<file path="src/hdl/gww_pkg.sv">
// gww_pkg: shared types and constants of the greedy word wrap block
// word layouts of the request and response channels, character codes, register map
// no dependencies
package gww_pkg;

   localparam logic [7:0] SPACE_CODE   = 8'd32;
   localparam logic [7:0] NEWLINE_CODE = 8'd10;
   localparam logic [7:0] NUL_CODE     = 8'd0;

   localparam int unsigned CSR_ADDR_W    = 3;
   localparam int unsigned CSR_DATA_W    = 32;
   localparam logic        REG_COLUMNS   = 1'b0;   // register index, taken from paddr[2]
   localparam logic [7:0]  COLUMNS_RESET = 8'd32;

   typedef struct packed {
      logic [7:0] char_code;
      logic       end_of_text;
   } req_type;

   typedef struct packed {
      logic       line_valid;
      logic [1:0] line_number;
      logic [9:0] line_start;
      logic [7:0] line_length;
      logic [2:0] lines_total;
      logic       done_res;
   } rsp_type;

   // step unit to top level
   typedef struct packed {
      logic    has_rsp;
      rsp_type rsp;
   } step_out_type;

endpackage

</file>
<file path="src/hdl/gww_csr.sv">
// gww_csr: configuration register file (columns) behind the APB-style port
// depends on gww_pkg
module gww_csr (
   input  logic                           clock,
   input  logic                           reset,
   input  logic                           psel,
   input  logic                           penable,
   input  logic                           pwrite,
   input  logic [gww_pkg::CSR_ADDR_W-1:0] paddr,
   input  logic [gww_pkg::CSR_DATA_W-1:0] pwdata,
   output logic [gww_pkg::CSR_DATA_W-1:0] prdata,
   output logic                           pready,
   output logic [7:0]                     columns
);
   import gww_pkg::*;

   logic [7:0] columns_ff;
   logic [7:0] columns_in;
   logic       hit;

   assign hit     = (paddr[2] == REG_COLUMNS);
   assign pready  = 1'b1;
   assign columns = columns_ff;

   always_comb begin
      columns_in = columns_ff;
      if (psel && penable && pwrite && hit) begin
         columns_in = pwdata[7:0];
      end
   end

   always_ff @(posedge clock) begin
      if (reset) begin
         columns_ff <= COLUMNS_RESET;
      end else begin
         columns_ff <= columns_in;
      end
   end

   assign prdata = hit ? {{(CSR_DATA_W-8){1'b0}}, columns_ff} : '0;

endmodule

</file>
<file path="src/hdl/gww_step.sv">
// gww_step: caption state and the per-character wrap decision
// one word per fire, state updated in the same cycle; depends on gww_pkg
module gww_step #(
   parameter int unsigned MAX_LINES    = 4,
   parameter int unsigned MAX_TEXT_LEN = 1024
) (
   input  logic                  clock,
   input  logic                  reset,
   input  logic                  fire,
   input  gww_pkg::req_type      req,
   input  logic [7:0]            columns,
   output gww_pkg::step_out_type step_out
);
   import gww_pkg::*;

   localparam int unsigned TPW = $clog2(MAX_TEXT_LEN + 1);
   localparam int unsigned LNW = $clog2(MAX_LINES + 1);
   localparam logic [TPW-1:0] TEXT_END  = TPW'(MAX_TEXT_LEN);
   localparam logic [LNW-1:0] LINES_END = LNW'(MAX_LINES);

   logic           in_line_ff, in_line_in;
   logic [TPW-1:0] text_position_ff, text_position_in;
   logic [TPW-1:0] current_start_ff, current_start_in;
   logic [7:0]     current_length_ff, current_length_in;
   logic [7:0]     last_space_pos_ff, last_space_pos_in;
   logic           have_space_ff, have_space_in;
   logic [7:0]     end_before_space_ff, end_before_space_in;
   logic [7:0]     nonspace_end_ff, nonspace_end_in;
   logic           swallow_newline_ff, swallow_newline_in;
   logic [LNW-1:0] lines_emitted_ff, lines_emitted_in;

   logic           emit;
   logic [TPW-1:0] emit_start;
   logic [7:0]     emit_len;
   logic [7:0]     cols;
   logic           is_space;
   logic           is_newline;
   logic           blocked;

   assign cols       = (columns == 8'd0) ? 8'd1 : columns;
   assign is_space   = (req.char_code == SPACE_CODE);
   assign is_newline = (req.char_code == NEWLINE_CODE);
   assign blocked    = (lines_emitted_ff >= LINES_END) || (text_position_ff >= TEXT_END);

   always_comb begin
      in_line_in          = in_line_ff;
      text_position_in    = text_position_ff;
      current_start_in    = current_start_ff;
      current_length_in   = current_length_ff;
      last_space_pos_in   = last_space_pos_ff;
      have_space_in       = have_space_ff;
      end_before_space_in = end_before_space_ff;
      nonspace_end_in     = nonspace_end_ff;
      swallow_newline_in  = swallow_newline_ff;
      lines_emitted_in    = lines_emitted_ff;
      emit                = 1'b0;
      emit_start          = current_start_ff;
      emit_len            = nonspace_end_ff;
      step_out            = '0;

      if (fire && !req.end_of_text && !blocked) begin
         if (req.char_code == NUL_CODE) begin
            text_position_in = TEXT_END;
         end else begin
            text_position_in   = text_position_ff + 1'b1;
            swallow_newline_in = 1'b0;
            if (swallow_newline_ff && is_newline) begin
               // newline right after an edge space is consumed
            end else if (!in_line_ff) begin
               if (is_newline) begin
                  emit       = 1'b1;
                  emit_start = text_position_ff;
                  emit_len   = 8'd0;
               end else if (!is_space) begin
                  in_line_in          = 1'b1;
                  current_start_in    = text_position_ff;
                  current_length_in   = 8'd1;
                  nonspace_end_in     = 8'd1;
                  have_space_in       = 1'b0;
                  last_space_pos_in   = 8'd0;
                  end_before_space_in = 8'd0;
               end
            end else if (is_newline) begin
               emit       = 1'b1;
               in_line_in = 1'b0;
            end else if (current_length_ff < cols) begin
               current_length_in = current_length_ff + 1'b1;
               if (is_space) begin
                  end_before_space_in = nonspace_end_ff;
                  last_space_pos_in   = current_length_ff;
                  have_space_in       = 1'b1;
               end else begin
                  nonspace_end_in = current_length_ff + 1'b1;
               end
            end else if (is_space) begin
               // full line, space at the edge
               emit               = 1'b1;
               in_line_in         = 1'b0;
               swallow_newline_in = 1'b1;
            end else if (have_space_ff && (last_space_pos_ff != 8'd0)) begin
               // break at last space, unfinished word carries over
               emit                = 1'b1;
               emit_len            = end_before_space_ff;
               current_start_in    = current_start_ff + TPW'(last_space_pos_ff) + 1'b1;
               current_length_in   = current_length_ff - last_space_pos_ff;
               nonspace_end_in     = current_length_ff - last_space_pos_ff;
               have_space_in       = 1'b0;
               last_space_pos_in   = 8'd0;
               end_before_space_in = 8'd0;
            end else begin
               // no space: cut the word, this char opens the next line
               emit                = 1'b1;
               in_line_in          = 1'b1;
               current_start_in    = text_position_ff;
               current_length_in   = 8'd1;
               nonspace_end_in     = 8'd1;
               have_space_in       = 1'b0;
               last_space_pos_in   = 8'd0;
               end_before_space_in = 8'd0;
            end
         end
      end

      if (fire && req.end_of_text) begin
         emit              = in_line_ff && (lines_emitted_ff < LINES_END);
         step_out.has_rsp  = 1'b1;
         step_out.rsp.done_res    = 1'b1;
         step_out.rsp.lines_total = 3'(lines_emitted_ff);
      end

      if (emit) begin
         step_out.has_rsp          = 1'b1;
         step_out.rsp.line_valid   = 1'b1;
         step_out.rsp.line_number  = 2'(lines_emitted_ff);
         step_out.rsp.line_start   = 10'(emit_start);
         step_out.rsp.line_length  = emit_len;
         step_out.rsp.lines_total  = 3'(lines_emitted_ff + 1'b1);
         lines_emitted_in          = lines_emitted_ff + 1'b1;
      end

      if (fire && req.end_of_text) begin
         in_line_in          = 1'b0;
         text_position_in    = '0;
         current_start_in    = '0;
         current_length_in   = 8'd0;
         last_space_pos_in   = 8'd0;
         have_space_in       = 1'b0;
         end_before_space_in = 8'd0;
         nonspace_end_in     = 8'd0;
         swallow_newline_in  = 1'b0;
         lines_emitted_in    = '0;
      end
   end

   always_ff @(posedge clock) begin
      if (reset) begin
         in_line_ff          <= 1'b0;
         text_position_ff    <= '0;
         current_start_ff    <= '0;
         current_length_ff   <= 8'd0;
         last_space_pos_ff   <= 8'd0;
         have_space_ff       <= 1'b0;
         end_before_space_ff <= 8'd0;
         nonspace_end_ff     <= 8'd0;
         swallow_newline_ff  <= 1'b0;
         lines_emitted_ff    <= '0;
      end else begin
         in_line_ff          <= in_line_in;
         text_position_ff    <= text_position_in;
         current_start_ff    <= current_start_in;
         current_length_ff   <= current_length_in;
         last_space_pos_ff   <= last_space_pos_in;
         have_space_ff       <= have_space_in;
         end_before_space_ff <= end_before_space_in;
         nonspace_end_ff     <= nonspace_end_in;
         swallow_newline_ff  <= swallow_newline_in;
         lines_emitted_ff    <= lines_emitted_in;
      end
   end

endmodule

</file>
<file path="src/hdl/greedy_word_wrap.sv">
// greedy_word_wrap: top level, input register, step unit and response register
// depends on gww_pkg, gww_csr, gww_step
//
//   channel | ports               | word
//   --------+---------------------+-------------------------------------
//   request | req_valid/req_ready | req_data: char_code, end_of_text
//   response| rsp_valid/rsp_ready | rsp_data: one line record
//   config  | psel..pready        | columns at byte address 0
//
// one word per cycle unless the response stalls: a word is held in the input register,
// then the step unit updates the caption state and loads the response register, so
// a record reaches rsp_valid through the input register and then the response register.
// reset clears the caption state and sets columns to 32; a stalled response
// holds the input register, and req_ready drops only when both registers are full.
module greedy_word_wrap #(
   parameter int unsigned MAX_LINES    = 4,
   parameter int unsigned MAX_TEXT_LEN = 1024
) (
   input  logic                           clock,
   input  logic                           reset,
   input  logic                           req_valid,
   output logic                           req_ready,
   input  gww_pkg::req_type               req_data,
   output logic                           rsp_valid,
   input  logic                           rsp_ready,
   output gww_pkg::rsp_type               rsp_data,
   input  logic                           psel,
   input  logic                           penable,
   input  logic                           pwrite,
   input  logic [gww_pkg::CSR_ADDR_W-1:0] paddr,
   input  logic [gww_pkg::CSR_DATA_W-1:0] pwdata,
   output logic [gww_pkg::CSR_DATA_W-1:0] prdata,
   output logic                           pready
);
   import gww_pkg::*;

   logic         in_valid_ff, in_valid_in;
   req_type      in_data_ff;
   logic         out_valid_ff, out_valid_in;
   rsp_type      out_data_ff;
   logic         advance;
   logic [7:0]   columns;
   step_out_type step_out;

   gww_csr u_csr (
      .clock   (clock),
      .reset   (reset),
      .psel    (psel),
      .penable (penable),
      .pwrite  (pwrite),
      .paddr   (paddr),
      .pwdata  (pwdata),
      .prdata  (prdata),
      .pready  (pready),
      .columns (columns)
   );

   gww_step #(
      .MAX_LINES    (MAX_LINES),
      .MAX_TEXT_LEN (MAX_TEXT_LEN)
   ) u_step (
      .clock    (clock),
      .reset    (reset),
      .fire     (advance),
      .req      (in_data_ff),
      .columns  (columns),
      .step_out (step_out)
   );

   assign advance   = in_valid_ff && (!out_valid_ff || rsp_ready);
   assign req_ready = !in_valid_ff || advance;
   assign rsp_valid = out_valid_ff;
   assign rsp_data  = out_data_ff;

   always_comb begin
      in_valid_in = in_valid_ff;
      if (req_ready) begin
         in_valid_in = req_valid;
      end
      out_valid_in = out_valid_ff;
      if (advance) begin
         out_valid_in = step_out.has_rsp;
      end else if (rsp_ready) begin
         out_valid_in = 1'b0;
      end
   end

   always_ff @(posedge clock) begin
      if (reset) begin
         in_valid_ff  <= 1'b0;
         out_valid_ff <= 1'b0;
      end else begin
         in_valid_ff  <= in_valid_in;
         out_valid_ff <= out_valid_in;
      end
   end

   always_ff @(posedge clock) begin
      if (req_ready && req_valid) begin
         in_data_ff <= req_data;
      end
      if (advance && step_out.has_rsp) begin
         out_data_ff <= step_out.rsp;
      end
   end

endmodule
</file>
<file path="config.mk">
export PLATFORM = sky130hd
export DESIGN_NAME = greedy_word_wrap
export DESIGN_NICKNAME = d
export VERILOG_FILES = /design/src/hdl/gww_pkg.sv /design/src/hdl/gww_csr.sv /design/src/hdl/gww_step.sv /design/src/hdl/greedy_word_wrap.sv
export SDC_FILE = /design/constraint.sdc
export NUM_CORES = 1
export LEC_CHECK = 0
export ABC_AREA = 1
export BUFFER_PORTS_ARGS = -buffer_cell sky130_fd_sc_hd__buf_2
export CORE_MARGIN = 5
export CORE_UTILIZATION = 60
export DETAILED_ROUTE_END_ITERATION = 12
export PLACE_DENSITY = 0.85
export SYNTH_ARGS = -nofsm -noshare
export SYNTH_HDL_FRONTEND = slang
export SYNTH_HIERARCHICAL = 1
export SYNTH_SLANG_ARGS = --single-unit
</file>
<file path="constraint.sdc">
create_clock -name clock -period 7.8 [get_ports clock]
set_input_delay 1.56 -clock clock [delete_from_list [all_inputs] [get_ports clock]]
set_output_delay 1.56 -clock clock [all_outputs]
set_load 0.02 [all_outputs]
</file>
==> flow_summary.ini <==
[logic_synthesis]
yosys_register_bits = 103
cell_count_after_synthesis = 778
main_combinational_cell_family_by_area_after_synthesis = simple AND/OR/NAND/NOR gates
synthAdderAreaFrac = 0.05976
synthMostInstantiatedCell = sky130_fd_sc_hd__nand2_1
synth-edff-count = 34
asyncSetResetFlopFracSynth = 0
syn-cell-area_um2 = 5904
fraction_of_synthesized_area_in_multiplexers = 0.001695
synthXorXnorAreaFrac = 0.02818
post-synth-top-area-cell = sky130_fd_sc_hd__dfxtp_1
synth_simple_gate_area_frac = 0.2448
synth_ff_type = sky130_fd_sc_hd__dfxtp_1
synth_top_area_share = 0.2339
synthesis.yosys.warnings = 6
synth_seq_area_share = 0.4069
ys_top_cells_by_area = sky130_fd_sc_hd__dfxtp_1 23%, sky130_fd_sc_hd__edfxtp_1 17%, sky130_fd_sc_hd__nand2_1 9.7%, sky130_fd_sc_hd__inv_1 6.9%, sky130_fd_sc_hd__a21oi_1 6.1%
synth_common_cells = 153 x sky130_fd_sc_hd__nand2_1, 109 x sky130_fd_sc_hd__inv_1, 78 x sky130_fd_sc_hd__nor2_1, 72 x sky130_fd_sc_hd__a21oi_1, 69 x sky130_fd_sc_hd__dfxtp_1
synthesized_area_fraction_occupied_by_ao_oa_aoi_and_oai_cells = 0.1316
synthDistinctLibCells = 47
synth.avg_cell_area_um2 = 7.589

[timing]
hold_violations = 0
final_max_slew_viol_count = 0
sum_of_negative_setup_slack_ns = 0
finalWorstPathRequiredPeriod_ns = 4.469
slew_headroom = 0.1962
timing.clock.skew_ns = 0.01210
layout_worst_path_cycle_share = 0.5729
finalSetupViolations = 0
transition_at_the_pin_with_the_smallest_max_transition_slack_ns = 1.199
maxClockFrequency_ghz = 0.2238
fin_hold_ws_ns = 0.4709
unrepaired_setup_endpoints_after_global_routing = no

[global_routing]
number_of_antenna_violations_at_the_first_check_in_global_routing = 0
grtUsageTotal = 0.2218
vias_in_the_first_global_route = 4939
pin_count_of_the_biggest_net_entering_global_routing = 36
overflow = 0
global_route_wire_length_before_repair_um = 21270

[place]
placedCellCount = 949
gp_routability_congestion = 0.9186
post-dp-hpwl_um = 9763
buffer_ports.inserted = 59
placed_area_um2 = 6166

[power_and_ir_drop]
pwr_density_cell_nw_per_um2 = 160.1
total_leakage_power_uw = 0.002850
peakVddDrop_mv = 0.1171

[floorplanning]
floorplan.initialDensity = 0.6097
placement_rows = 36
fp.dieW_um = 109.2
floorplan.core_area_um2 = 9684
floorplan_die_area_um2 = 11920
die_h_um = 109.2
io_pins = 111

[clocking]
cts.sinks = 103
clk_pin_slew_ns = 0.10
cts_buffers = 9
cts_max_path_buffers = 2
post_cts_hold_fix_bufs = 0
postCtsResizedCells = 0
post_cts.repair.setup_buffers = 0
ctsHtreeMaxLevel = 3
clkLatencyLatePin_ns = 0.37
cts_tree = done
root_buffer = sky130_fd_sc_hd__clkbuf_8

[final_layout]
num-fill-cells = 772
layout.cells.non_filler = 965
finish.instance_area_um2 = 6367
drive_above_1_share = 0.1262
final_core_util = 0.6575
syn_to_final_growth_pct = 7.841
antenna-diode-count = 0
fin_nets = 905

[worst_setup_path]
arrival_ns = 4.77
crit_path_max_fanout = 35
setup_slack_of_the_worst_register_to_register_path_ns = 4.32
rr_startpoint = rsp_valid
worst_setup_path_start_kind = primary input
timing.critical_path.to_type = flip-flop
critPathCapture = u_step/text_position_ff[4]
worst-endpoint-required_ns = 8.10
cp-startpoint = rsp_ready
worstReg2RegEnd = u_step/text_position_ff[4]
depth_of_the_worst_register_to_register_path = 10
crit_type = primary input to flip-flop

[routing]
detail_route.first_pass.iterations = 5
routed_via_density = 5.366
number_of_antenna_violating_nets_in_the_routed_design = 0
drc_errors = 0
met3WireLength_um = 878
routed_wire_length_per_instance_um = 13.54
top_layer = met4
met2_length_um = 6608
wl_um = 13070
vias = 5178
route.layer.met1.wl_um = 5228
iteration_0_drc_markers = 396

[flow_run]
maxCapViolations = 0

[status]
run_status = completed

[min_path]
holdCritPathClass = flip-flop to flip-flop
## cell families (layout without fill, tap and decap cells)
family	after synthesis	in the layout
buffers and inverters	162	193
other	2	25
AND/OR/NAND/NOR	321	321
XOR/XNOR	19	19
AO/OA/AOI/OAI	143	143
flip-flops	103	103
adder cells (fa/ha/maj)	27	27
multiplexers	1	1
## routing by layer
metal | up-vias | global-route usage
met5 | - | 0
li1 | 2580 | -
met3 | 41 | 0.05210
met1 | 2362 | 0.2600
met4 | 0 | 0.08281
met2 | 195 | 0.3930
## power by group
| part | switching, µW | internal [µW] | total, µW |
|---|---|---|---|
| Sequential | 9.93 | 561 | 571 |
| Combinational | 75.3 | 32.8 | 108 |
| Clock | 188 | 152 | 340 |
| Total | 273 | 746 | 1020 |
## per-stage QoR
| stage | power [µW] | setup WS, ns |
|---|---|---|
| 2_1_floorplan | 674.2 | 2.726 |
| 3_3_place_gp | 685.7 | 3.194 |
| 3_5_place_dp | 689.2 | 3.091 |
| 4_1_cts | 1022 | 3.382 |
| 5_1_grt | 1062 | 2.929 |
| 6_report | 1019 | 3.331 |
## state kept, by name, indices dropped and copies added, names as in the netlist
| signal | count |
|---|---|
| in_data_ff | 9 |
| u_step/swallow_newline_ff | 1 |
| u_step/nonspace_end_ff | 8 |
| u_step/current_length_ff | 8 |
| u_csr/columns | 8 |
| in_valid_ff | 1 |
| rsp_valid | 1 |
| u_step/text_position_ff | 11 |
| u_step/lines_emitted_ff | 3 |
| u_step/have_space_ff | 1 |
| u_step/in_line_ff | 1 |
| rsp_data | 25 |
| u_step/last_space_pos_ff | 8 |
| u_step/current_start_ff | 10 |
| u_step/end_before_space_ff | 8 |
## area by class of cell
class | count | area (µm²) | area share
Timing Repair Buffer | 60 | 302.8 | 0.04755
Sequential cell | 103 | 2402 | 0.3773
Clock inverter | 7 | 77.57 | 0.01218
Inverter | 117 | 444.2 | 0.06976
Multi-Input combinational cell | 536 | 2850 | 0.4476
Clock buffer | 9 | 123.9 | 0.01945
Tap cell | 133 | 166.4 | 0.02613
## placed cells by master, fill, tap and decap left out, types with 14 or more instances in the layout
| cell type | instances |
|---|---|
| sky130_fd_sc_hd__a21oi_1 | 72 |
| sky130_fd_sc_hd__buf_2 | 59 |
| sky130_fd_sc_hd__conb_1 | 25 |
| sky130_fd_sc_hd__dfxtp_1 | 69 |
| sky130_fd_sc_hd__edfxtp_1 | 34 |
| sky130_fd_sc_hd__ha_1 | 25 |
| sky130_fd_sc_hd__inv_1 | 109 |
| sky130_fd_sc_hd__nand2_1 | 153 |
| sky130_fd_sc_hd__nand3_1 | 49 |
| sky130_fd_sc_hd__nor2_1 | 78 |
| sky130_fd_sc_hd__o21ai_0 | 43 |
| sky130_fd_sc_hd__o22ai_1 | 14 |
| sky130_fd_sc_hd__xor2_1 | 15 |
## worst max-delay path: stages
cell and delay, ns:
sky130_fd_sc_hd__buf_2 0.09, sky130_fd_sc_hd__inv_1 0.06, sky130_fd_sc_hd__nand2_1 0.06, sky130_fd_sc_hd__inv_1 0.08
sky130_fd_sc_hd__nor2_1 0.06, sky130_fd_sc_hd__nand2_1 0.10, sky130_fd_sc_hd__inv_1 0.09, sky130_fd_sc_hd__nor2_1 0.69
sky130_fd_sc_hd__clkinv_1 1.07, sky130_fd_sc_hd__nor2_1 0.54, sky130_fd_sc_hd__o21ai_0 0.20, sky130_fd_sc_hd__a21oi_1 0.16
## worst min-delay path by stage
stage                                        startpoint  slack, ns  cells after the start                       endpoint
after floorplan           u_step/end_before_space_ff[6]       0.44                      2  u_step/end_before_space_ff[6]
after global placement    u_step/end_before_space_ff[7]       0.45                      2  u_step/end_before_space_ff[7]
after detailed placement  u_step/end_before_space_ff[1]       0.46                      2  u_step/end_before_space_ff[1]
after CTS                 u_step/end_before_space_ff[6]       0.47                      2  u_step/end_before_space_ff[6]
after global routing      u_step/end_before_space_ff[5]       0.49                      2  u_step/end_before_space_ff[5]
final                         u_step/swallow_newline_ff       0.47                      2      u_step/swallow_newline_ff
Power figures use the tool's default switching activity.
